## src/rtl/dtsat_pkg.sv

```systemverilog
package dtsat_pkg;

	localparam int SLOT_COUNT = 3;
	localparam int CFG_IDX_W = 3;
	localparam int CFG_DATA_W = 14;

	localparam logic [CFG_IDX_W-1:0] CFG_ENABLE = 3'd0;
	localparam logic [CFG_IDX_W-1:0] CFG_TZ = 3'd1;
	localparam logic [CFG_IDX_W-1:0] CFG_SLOT0 = 3'd2;

	localparam logic [1:0] SLOT_OFF = 2'd0;
	localparam logic [1:0] SLOT_BAD = 2'd1;
	localparam logic [1:0] SLOT_OK = 2'd2;

	localparam logic signed [4:0] TZ_MIN = -5'sd12;
	localparam logic signed [4:0] TZ_MAX = 5'sd14;
	localparam logic signed [17:0] SEC_PER_HOUR = 18'sd3600;
	localparam logic [31:0] WARN_GAP_MS = 32'd60000;

	// floor(x / 86400) = floor((x >> 7) * DAY_RECIP >> 35) for any 32-bit x
	localparam logic [25:0] DAY_RECIP = 26'd50903317;
	// floor(v / 100) = floor((v >> 2) * HUND_RECIP >> 17) for any 14-bit v
	localparam logic [12:0] HUND_RECIP = 13'd5243;

	typedef struct packed {
		logic [31:0] utc_seconds;
		logic        time_valid;
		logic        armed;
		logic        in_auto_mode;
		logic        mission_done;
		logic [31:0] now_ms;
	} req_t;

	typedef struct packed {
		logic                  start_auto;
		logic [1:0]            start_slot;
		logic                  return_manual;
		logic [SLOT_COUNT-1:0] late_skip_mask;
		logic [SLOT_COUNT-1:0] unarmed_skip_mask;
		logic [SLOT_COUNT-1:0] busy_skip_mask;
		logic [SLOT_COUNT-1:0] invalid_warn_mask;
		logic                  session_active;
	} rsp_t;

	typedef struct packed {
		logic [1:0]  st;
		logic [16:0] due_sec;
	} slot_dec_t;

	function automatic slot_dec_t decode_slot(input logic [13:0] v);
		slot_dec_t   d;
		logic [24:0] prod;
		logic [7:0]  hh;
		logic [13:0] hh100;
		logic [6:0]  mm;
		logic [10:0] mod;
		prod = 25'(v[13:2]) * 25'(HUND_RECIP);
		hh = prod[24:17];
		hh100 = 14'({hh, 6'b0}) + 14'({hh, 5'b0}) + 14'({hh, 2'b0});
		mm = 7'(v - hh100);
		d.st = SLOT_OK;
		d.due_sec = '0;
		if (v == '0) begin
			d.st = SLOT_OFF;
		end else if (mm >= 7'd60 || hh > 8'd24 || (hh == 8'd24 && mm != 7'd0)) begin
			d.st = SLOT_BAD;
		end else begin
			if (hh == 8'd24) begin
				hh = '0;
			end
			mod = 11'({hh, 6'b0}) - 11'({hh, 2'b0}) + 11'(mm);
			d.due_sec = 17'({mod, 6'b0}) - 17'({mod, 2'b0});
		end
		return d;
	endfunction

	function automatic logic [15:0] day_of(input logic [31:0] zone_sec);
		logic [50:0] prod;
		prod = 51'(zone_sec[31:7]) * 51'(DAY_RECIP);
		return prod[50:35];
	endfunction

endpackage

```

## src/rtl/daily_three_slot_auto_start_timer.sv

```systemverilog
// Daily start scheduler with three hh.mm slots.
// Request channel: req_valid/req_stall/req_data, one tick (about 1 Hz) per
// request, carrying UTC seconds, clock-valid, armed, in-auto, mission-done
// and a millisecond counter. Response channel: rsp_valid/rsp_stall/rsp_data,
// exactly one response per request, in order.
// Configuration: cfg_we/cfg_index/cfg_wdata write enable, time zone and the
// three slot times; write only while no request is in flight.
// Throughput: one request per cycle while the response is not stalled.
// The local day is taken at the input register through one reciprocal
// multiply; second-of-day, slot checks and all scheduler state updates
// run in the single step into the response register.
// Stall: a stalled response holds in the response register; the input
// register still takes one more request, then req_stall rises.
// Reset: clears config, session, day, fired and seen marks and warn timers;
// no valid response is presented until a request is accepted.
module daily_three_slot_auto_start_timer
	import dtsat_pkg::*;
(
	input  logic                  clk,
	input  logic                  arst_n,
	input  logic                  req_valid,
	output logic                  req_stall,
	input  req_t                  req_data,
	output logic                  rsp_valid,
	input  logic                  rsp_stall,
	output rsp_t                  rsp_data,
	input  logic                  cfg_we,
	input  logic [CFG_IDX_W-1:0]  cfg_index,
	input  logic [CFG_DATA_W-1:0] cfg_wdata
);

	logic        enable_q;
	logic [31:0] tz_sec_q;
	logic [13:0] slot_q [SLOT_COUNT];
	slot_dec_t   dec_q [SLOT_COUNT];

	logic        session_q;
	logic [15:0] seen_day_q;
	logic [15:0] fired_day_q [SLOT_COUNT];
	logic        seen_q [SLOT_COUNT];
	logic [31:0] warn_ms_q [SLOT_COUNT];

	logic        valid_s1;
	req_t        req_s1;
	logic [31:0] local_s1;
	logic [15:0] day_s1;

	logic        rsp_valid_q;
	rsp_t        rsp_q;

	logic        accept;
	logic        advance;
	logic [31:0] local_in;

	logic signed [4:0]  tz_clamp;
	logic signed [17:0] tz_prod;

	logic        session_n;
	logic [15:0] seen_day_n;
	logic [15:0] fired_day_n [SLOT_COUNT];
	logic        seen_n [SLOT_COUNT];
	logic [31:0] warn_ms_n [SLOT_COUNT];
	rsp_t        rsp_n;

	assign advance = valid_s1 && (!rsp_valid_q || !rsp_stall);
	assign req_stall = valid_s1 && !advance;
	assign accept = req_valid && !req_stall;
	assign local_in = req_data.utc_seconds + tz_sec_q;
	assign rsp_valid = rsp_valid_q;
	assign rsp_data = rsp_q;

	always_comb begin
		tz_clamp = $signed(cfg_wdata[4:0]);
		if (tz_clamp < TZ_MIN) begin
			tz_clamp = TZ_MIN;
		end else if (tz_clamp > TZ_MAX) begin
			tz_clamp = TZ_MAX;
		end
		tz_prod = 18'(tz_clamp) * SEC_PER_HOUR;
	end

	always_comb begin
		logic        in_auto;
		logic [16:0] sod;
		logic [31:0] day_sec;
		day_sec = 32'({day_s1, 16'b0}) + 32'({day_s1, 14'b0}) + 32'({day_s1, 12'b0})
			+ 32'({day_s1, 8'b0}) + 32'({day_s1, 7'b0});
		sod = 17'(local_s1 - day_sec);
		in_auto = req_s1.in_auto_mode;
		session_n = session_q;
		seen_day_n = seen_day_q;
		rsp_n = '0;
		for (int i = 0; i < SLOT_COUNT; i++) begin
			fired_day_n[i] = fired_day_q[i];
			seen_n[i] = seen_q[i];
			warn_ms_n[i] = warn_ms_q[i];
		end

		if (session_q) begin
			if (!in_auto) begin
				session_n = 1'b0;
			end else if (req_s1.mission_done) begin
				session_n = 1'b0;
				rsp_n.return_manual = 1'b1;
				in_auto = 1'b0;
			end
		end

		if (enable_q && req_s1.time_valid) begin
			if (day_s1 != seen_day_q) begin
				seen_day_n = day_s1;
				for (int i = 0; i < SLOT_COUNT; i++) begin
					seen_n[i] = 1'b0;
				end
			end
			for (int i = 0; i < SLOT_COUNT; i++) begin
				if (dec_q[i].st == SLOT_BAD) begin
					if (req_s1.now_ms - warn_ms_q[i] >= WARN_GAP_MS) begin
						warn_ms_n[i] = req_s1.now_ms;
						rsp_n.invalid_warn_mask[i] = 1'b1;
					end
				end else if (dec_q[i].st == SLOT_OK && fired_day_q[i] != day_s1) begin
					if (sod < dec_q[i].due_sec) begin
						seen_n[i] = 1'b1;
					end else begin
						fired_day_n[i] = day_s1;
						if (!seen_n[i]) begin
							rsp_n.late_skip_mask[i] = 1'b1;
						end else if (!req_s1.armed) begin
							rsp_n.unarmed_skip_mask[i] = 1'b1;
						end else if (in_auto) begin
							rsp_n.busy_skip_mask[i] = 1'b1;
						end else begin
							rsp_n.start_auto = 1'b1;
							rsp_n.start_slot = 2'(i);
							in_auto = 1'b1;
							session_n = 1'b1;
						end
					end
				end
			end
		end
		rsp_n.session_active = session_n;
	end

	always_ff @(posedge clk or negedge arst_n) begin
		if (!arst_n) begin
			enable_q <= 1'b0;
			tz_sec_q <= '0;
			session_q <= 1'b0;
			seen_day_q <= '0;
			valid_s1 <= 1'b0;
			rsp_valid_q <= 1'b0;
			for (int i = 0; i < SLOT_COUNT; i++) begin
				slot_q[i] <= '0;
				dec_q[i] <= '{st: SLOT_OFF, due_sec: '0};
				fired_day_q[i] <= '0;
				seen_q[i] <= 1'b0;
				warn_ms_q[i] <= '0;
			end
		end else begin
			if (cfg_we) begin
				unique case (cfg_index)
					CFG_ENABLE: enable_q <= cfg_wdata[0];
					CFG_TZ: tz_sec_q <= 32'(tz_prod);
					default: begin
					end
				endcase
				for (int i = 0; i < SLOT_COUNT; i++) begin
					if (cfg_index == CFG_IDX_W'(CFG_SLOT0 + i) && cfg_wdata != slot_q[i]) begin
						slot_q[i] <= cfg_wdata;
						dec_q[i] <= decode_slot(cfg_wdata);
						fired_day_q[i] <= '0;
						seen_q[i] <= 1'b0;
					end
				end
			end else if (advance) begin
				session_q <= session_n;
				seen_day_q <= seen_day_n;
				for (int i = 0; i < SLOT_COUNT; i++) begin
					fired_day_q[i] <= fired_day_n[i];
					seen_q[i] <= seen_n[i];
					warn_ms_q[i] <= warn_ms_n[i];
				end
			end

			if (advance || !valid_s1) begin
				valid_s1 <= accept;
			end
			if (advance) begin
				rsp_valid_q <= 1'b1;
			end else if (!rsp_stall) begin
				rsp_valid_q <= 1'b0;
			end
		end
	end

	always_ff @(posedge clk) begin
		if (accept) begin
			req_s1 <= req_data;
			local_s1 <= local_in;
			day_s1 <= day_of(local_in);
		end
		if (advance) begin
			rsp_q <= rsp_n;
		end
	end

endmodule
```

## config.mk

```make
export PLATFORM = sky130hd
export DESIGN_NAME = daily_three_slot_auto_start_timer
export DESIGN_NICKNAME = d
export VERILOG_FILES = /design/src/rtl/dtsat_pkg.sv /design/src/rtl/daily_three_slot_auto_start_timer.sv
export SDC_FILE = /design/constraint.sdc
export NUM_CORES = 2
export LEC_CHECK = 0
export BUFFER_PORTS_ARGS = -buffer_cell sky130_fd_sc_hd__buf_2
export CAP_MARGIN = 20
export CORE_MARGIN = 2
export CORE_UTILIZATION = 55
export CTS_CLUSTER_SIZE = 20
export DETAILED_ROUTE_END_ITERATION = 10
export MAX_ROUTING_LAYER = met4
export PLACE_DENSITY = 0.75
export SYNTH_ARGS = -nofsm -noshare
export SYNTH_HDL_FRONTEND = slang
export SYNTH_SLANG_ARGS = --single-unit
export TNS_END_PERCENT = 50
```

## constraint.sdc

```tcl
create_clock -name clk -period 8.9 [get_ports clk]
set_clock_uncertainty 0.15 [all_clocks]
set_input_delay 0.89 -clock clk [delete_from_list [all_inputs] [get_ports clk]]
set_output_delay 0.89 -clock clk [all_outputs]
set_load 0.02 [all_outputs]
```

### Yosys cells after proc, flatten, opt, wreduce, memory -nomap -nowiden

Index checks and enable logic that the tools add are counted.

| storage, ports and cells | value |
|---|---|
| register bits after elaboration | 366 |
| input bits | 90 |
| output and inout bits | 19 |

| operators by class | value |
|---|---|
| $add $sub $neg | 21 |
| $mul | 3 |
| $lt $le $gt $ge | 10 |
| equal/unequal tests | 28 |
| muxes and demuxes | 117 |
| bitwise gates (word level) | 9 |
| reductions and logical operators | 57 |

Operator list:

| operator | count |
|---|---|
| 2-to-1 mux 16 bit | 12 |
| 2-to-1 mux 48 bit | 3 |
| 2-to-1 mux 17 bit | 6 |
| greater-or-equal comparator 32 x 16 -> 1 bit (second input constant) | 3 |
| subtractor 32 bit | 3 |
| 2-to-1 mux 8 bit | 9 |
| 2-to-1 mux 3 bit | 23 |
| adder 17 bit | 4 |
| inequality test 16 bit | 4 |
| 2-to-1 mux 1 bit | 60 |
| < comparator 17 bit | 3 |
| multiplier 25 x 26 -> 51 bit (second input constant) | 1 |
| subtractor 17 x 13 -> 17 bit | 3 |
| inequality test 14 bit | 3 |
| adder 11 x 7 -> 11 bit | 3 |
| subtractor 11 x 10 -> 11 bit | 3 |
| adder 32 bit | 1 |
| multiplier 12 x 13 -> 25 bit (second input constant) | 1 |
| AND reduction 2 bit | 10 |
| AND reduction 6 bit | 3 |
| OR reduction 6 bit | 3 |
| subtractor 17 bit | 1 |
| AND reduction 5 bit | 3 |
| OR reduction 5 bit | 3 |
| 28 further kinds | 77 |

### Longest topological paths before layout

| depth | value |
|---|---|
| word-level depth | 23 |
| mapped depth | 47 |
| depth with buffers taken out | 46 |

### Least setup slack after synthesis

OpenSTA, ideal clock, no wires.

| timing path | value |
|---|---|
| kind | input to register |
| from | in cfg_wdata[5] |
| to | reg dec_q[54] (netlist name) |
| arrival time | 10012 ps |
| setup slack | -1357 ps |
| cell stages on the path | 44 |
| path buffers | 1 |
| cell sequence | fa_1 > inv_1 > fa_1 > inv_1 > ha_1 > fa_1 > inv_1 > fa_1 > inv_1 > ha_1 > a21o_1 > a211o_1 > a211o_1 > and3_4 > o21a_1 > or2_1 > buf_6 > inv_1 > [8 not listed] > xnor3_1 > nor3b_2 > or2_2 > fa_1 > inv_1 > ha_1 > inv_1 > o21bai_1 > a21oi_1 > o21bai_1 > a21oi_1 > xor2_1 > xnor2_1 > ha_1 > or3_1 > nor3_1 > xnor3_1 > o31ai_1 |

| between the ends | value |
|---|---|
| word-level cells in the longest chain between the ends | 12 |

RTL lines:

| element | RTL line | source |
|---|---|---|
| start: declaration | daily_three_slot_auto_start_timer.sv:29 | `input logic [CFG_DATA_W-1:0] cfg_wdata` |
| parallel branches: the longest is 12 deep, another holds multiplier 12 x 13 -> 25 bit | -- |  |
| end signal: indexed assignment | daily_three_slot_auto_start_timer.sv:156 | `dec_q[i] <= '{st: SLOT_OFF, due_sec: '0};` |
| end signal: indexed assignment | daily_three_slot_auto_start_timer.sv:172 | `dec_q[i] <= decode_slot(cfg_wdata);` |
| end: declaration | daily_three_slot_auto_start_timer.sv:35 | `slot_dec_t dec_q [SLOT_COUNT];` |

Parallel ways; which one is timed is not known. The select of a mux whose other input is x is not followed.
A chain may end at the register's enable or synchronous reset.

### Final worst setup path

| timing path | value |
|---|---|
| from | in cfg_wdata[13] |
| to | reg dec_q[16] (netlist name) |

The elaborated chain is that of the path after synthesis.

==> results.json <==
{
  "synth_top_area_cell": "ha_1",
  "crit_path_start_kind": "input port",
  "relSlewSlack_pct": 26.4,
  "path_clk_slew_ns": 0.06,
  "final_nets": 5031,
  "min_path_type": "input port to asynchronous set/reset pin",
  "cp.arrival_ns": 9.67,
  "finalSetupViolCount": 30,
  "grt_max_degree": 169,
  "cts_tree": "yes",
  "die_w_um": 262,
  "crit_start": "cfg_wdata[13]",
  "cts_buffer_depth": 3,
  "io_buffers": 106,
  "hold_slack_ns": 0.0797,
  "status": "complete, but fails checks",
  "wire_per_inst_um": 18.1,
  "gr-usage-all-layers_pct": 27.6,
  "cpMostUsedCell": "ha_4",
  "critPathCaptureType": "flop",
  "vias": 27782,
  "reg2reg_slack_ns": -0.36,
  "yosys_most_used_dff": "dfrtp_1",
  "diodes": 0,
  "finalSetupTns_ns": -7.85,
  "drtIter0Drc": 1729,
  "min_period_ns": 9.35,
  "gp_congestion": 0.942,
  "area_growth_pct": 17.5,
  "worst-path-max-fanout": 5,
  "fin_ws_ns": -0.454,
  "hpwlAfterDp_um": 70300,
  "final_cell_area_um2": 43100,
  "ant_nets": 0,
  "slowest_stage": "fa_2",
  "grt_pass1_wl_um": 147000,
  "crit_type": "input port to flop",
  "ys_async_sr_fraction_pct": 76.5,
  "drive_above_1_share_pct": 21.4,
  "cts_hold_buf": 0,
  "drc": 0,
  "design.core.area_um2": 65900,
  "critPathRequiredTime_ns": 9.22,
  "cts_inserted_buffers": 44,
  "avgSynthCellArea_um2": 9.95,
  "syn_nets": 4629,
  "die-area_um2": 68700,
  "yosysWarnings": 0,
  "cts_sinks": 358,
  "finalCritPeriodShare_pct": 105,
  "rsz0062_at_grt": "yes",
  "yosys.area.top_type_share_pct": 20.8,
  "viasPerCell": 5.58,
  "netlist_instances": 3681,
  "max_slew.worst_pin.slew_ns": 1.10,
  "dieHeight_um": 262,
  "fmax_mhz": 107,
  "synth_most_common_cell": "inv_1",
  "yosys-top-cells-area": "ha_1 (21%), dfrtp_1 (19%), fa_1 (14%)",
  "initial_core_util_pct": 55.6,
  "synth-edff-count": 84,
  "drv_cap": 0,
  "r2r-end": "day_s1[15]",
  "cts_root_buffer": "clkbuf_16",
  "clk_latency_ns": 0.60,
  "ys_seq_area_share_pct": 25.6,
  "synthDistinctLibCells": 89,
  "synthTopCellsByCount": "inv_1 (636), ha_1 (610), dfrtp_1 (274), fa_1 (248), nand2_1 (204)",
  "rr_worst_depth": 37,
  "drt_pass1_iterations": 5,
  "h-tree-depth": 2,
  "antenna_found_initial": 0,
  "ios": 109,
  "synth-seq-cells": 358,
  "slew_violations": 0,
  "hold_violations": 0,
  "violations": "negative setup slack",
  "num_rows": 94,
  "routed_wl_um": 90200,
  "place_area_um2": 40500,
  "overflow": 0,
  "max_stage_delay_ns": 0.60,
  "grt_pass1_vias": 28811,
  "synth_area_um2": 36600,
  "r2r-start": "tz_sec_q[5]"
}
[critical path, delay by kind of cell]
family | cells | cell delay [ns]
simple gates | 8 | 1.61
xor+xnor | 6 | 1.17
buf+inv | 8 | 0.57
fa+ha+maj | 12 | 4.34
compound gates | 8 | 1.07
[layout by cell type, fill, tap and decap left out, types with 21 or more instances in the layout]
| master | n |
|---|---|
| dfrtp_1 | 274 |
| o21a_1 | 26 |
| xnor2_1 | 145 |
| nand3_1 | 55 |
| ha_4 | 28 |
| buf_2 | 102 |
| o21bai_1 | 21 |
| o21ai_0 | 130 |
| inv_1 | 607 |
| ha_1 | 574 |
| and3_1 | 24 |
| nor2_1 | 109 |
| nand2b_1 | 39 |
| fa_1 | 237 |
| a21oi_1 | 101 |
| clkbuf_16 | 45 |
| buf_4 | 331 |
| inv_2 | 26 |
| o31ai_1 | 45 |
| nand2_1 | 202 |
| nor3_1 | 59 |
| nand4_1 | 38 |
| xor2_1 | 76 |
| nor2b_1 | 35 |
| mux2_2 | 149 |
| a21o_1 | 84 |
| edfxtp_1 | 84 |
| nor4_1 | 23 |
[registers in the layout, summed over array words and instances, names as in the netlist, 3 cells and up]
name	cells
warn_ms_q	96
dec_q	51
fired_day_q	48
slot_q	42
req_s1	36
rsp_data	17
day_s1	16
seen_day_q	16
local_s1	15
tz_sec_q	14
seen_q	3
[cells by family after synthesis]
group                      count (synthesis)  synth area share, %
xor gates and xnor gates                 243                 5.89
adders and majority gates                858                 34.4
buffers and inverters                    729                 7.64
muxes                                    174                 5.30
AOI/OAI and AO/OA                        629                 11.7
and+or+nand+nor                          690                 9.43
DFF                                      358                 25.6
[worst max path at each step]
| stage | to | slack (ns) | depth (start not counted) |
|---|---|---|---|
| after floorplan | dec_q[54] | -0.72 | 43 |
| after global placement | dec_q[54] | -1.02 | 42 |
| after detailed placement | dec_q[54] | -1.15 | 42 |
| after CTS | dec_q[16] | -0.47 | 43 |
| after global routing | dec_q[35] | -0.86 | 39 |
| final | dec_q[16] | -0.45 | 42 |
[timing repair]
item,CTS,global route
gates cloned,0,0
setup endpoints to repair,29,43
pin swaps,52,98
setup buffers,40,16
resized for setup,60,84
[layout make-up]
| cell class | count | area (um^2) |
|---|---|---|
| clock buffers | 57 | 1200 |
| clock inverters | 24 | 274 |
| fillers | 5021 | 22800 |
| inverters | 637 | 2400 |
| multi-input cells | 2594 | 25500 |
| flip-flops and latches | 358 | 9380 |
| well taps | 864 | 1080 |
| repair buffers | 448 | 3190 |
[through the flow]
| stage | utilization [%] | cells | setup slack [ns] |
|---|---|---|---|
| 2_1_floorplan | - | 3681 | -0.715 |
| 3_3_place_gp | 61.5 | 4851 | -1.02 |
| 3_5_place_dp | 61.5 | 4851 | -1.15 |
| 4_1_cts | 64.7 | 4971 | -0.473 |
| 5_1_grt | 65.4 | 4982 | -0.855 |
| 6_report | 65.4 | 4982 | -0.454 |
[routing by layer]
layer | wire length (um) | vias up | GRT usage, % | part of all wire (%)
met2 | 44300 | 660 | 46.4 | 49
met3 | 3870 | 185 | 3.12 | 4.3
met1 | 39300 | 13563 | 35.0 | 44
met5 | 0 | - | - | 0
li1 | - | 13374 | - | -
met4 | 2700 | 0 | 8.32 | 3.0
Power is left out: the tool's default activity adds up to more than one toggle a clock period on the data nets, which glitch-free logic cannot reach.
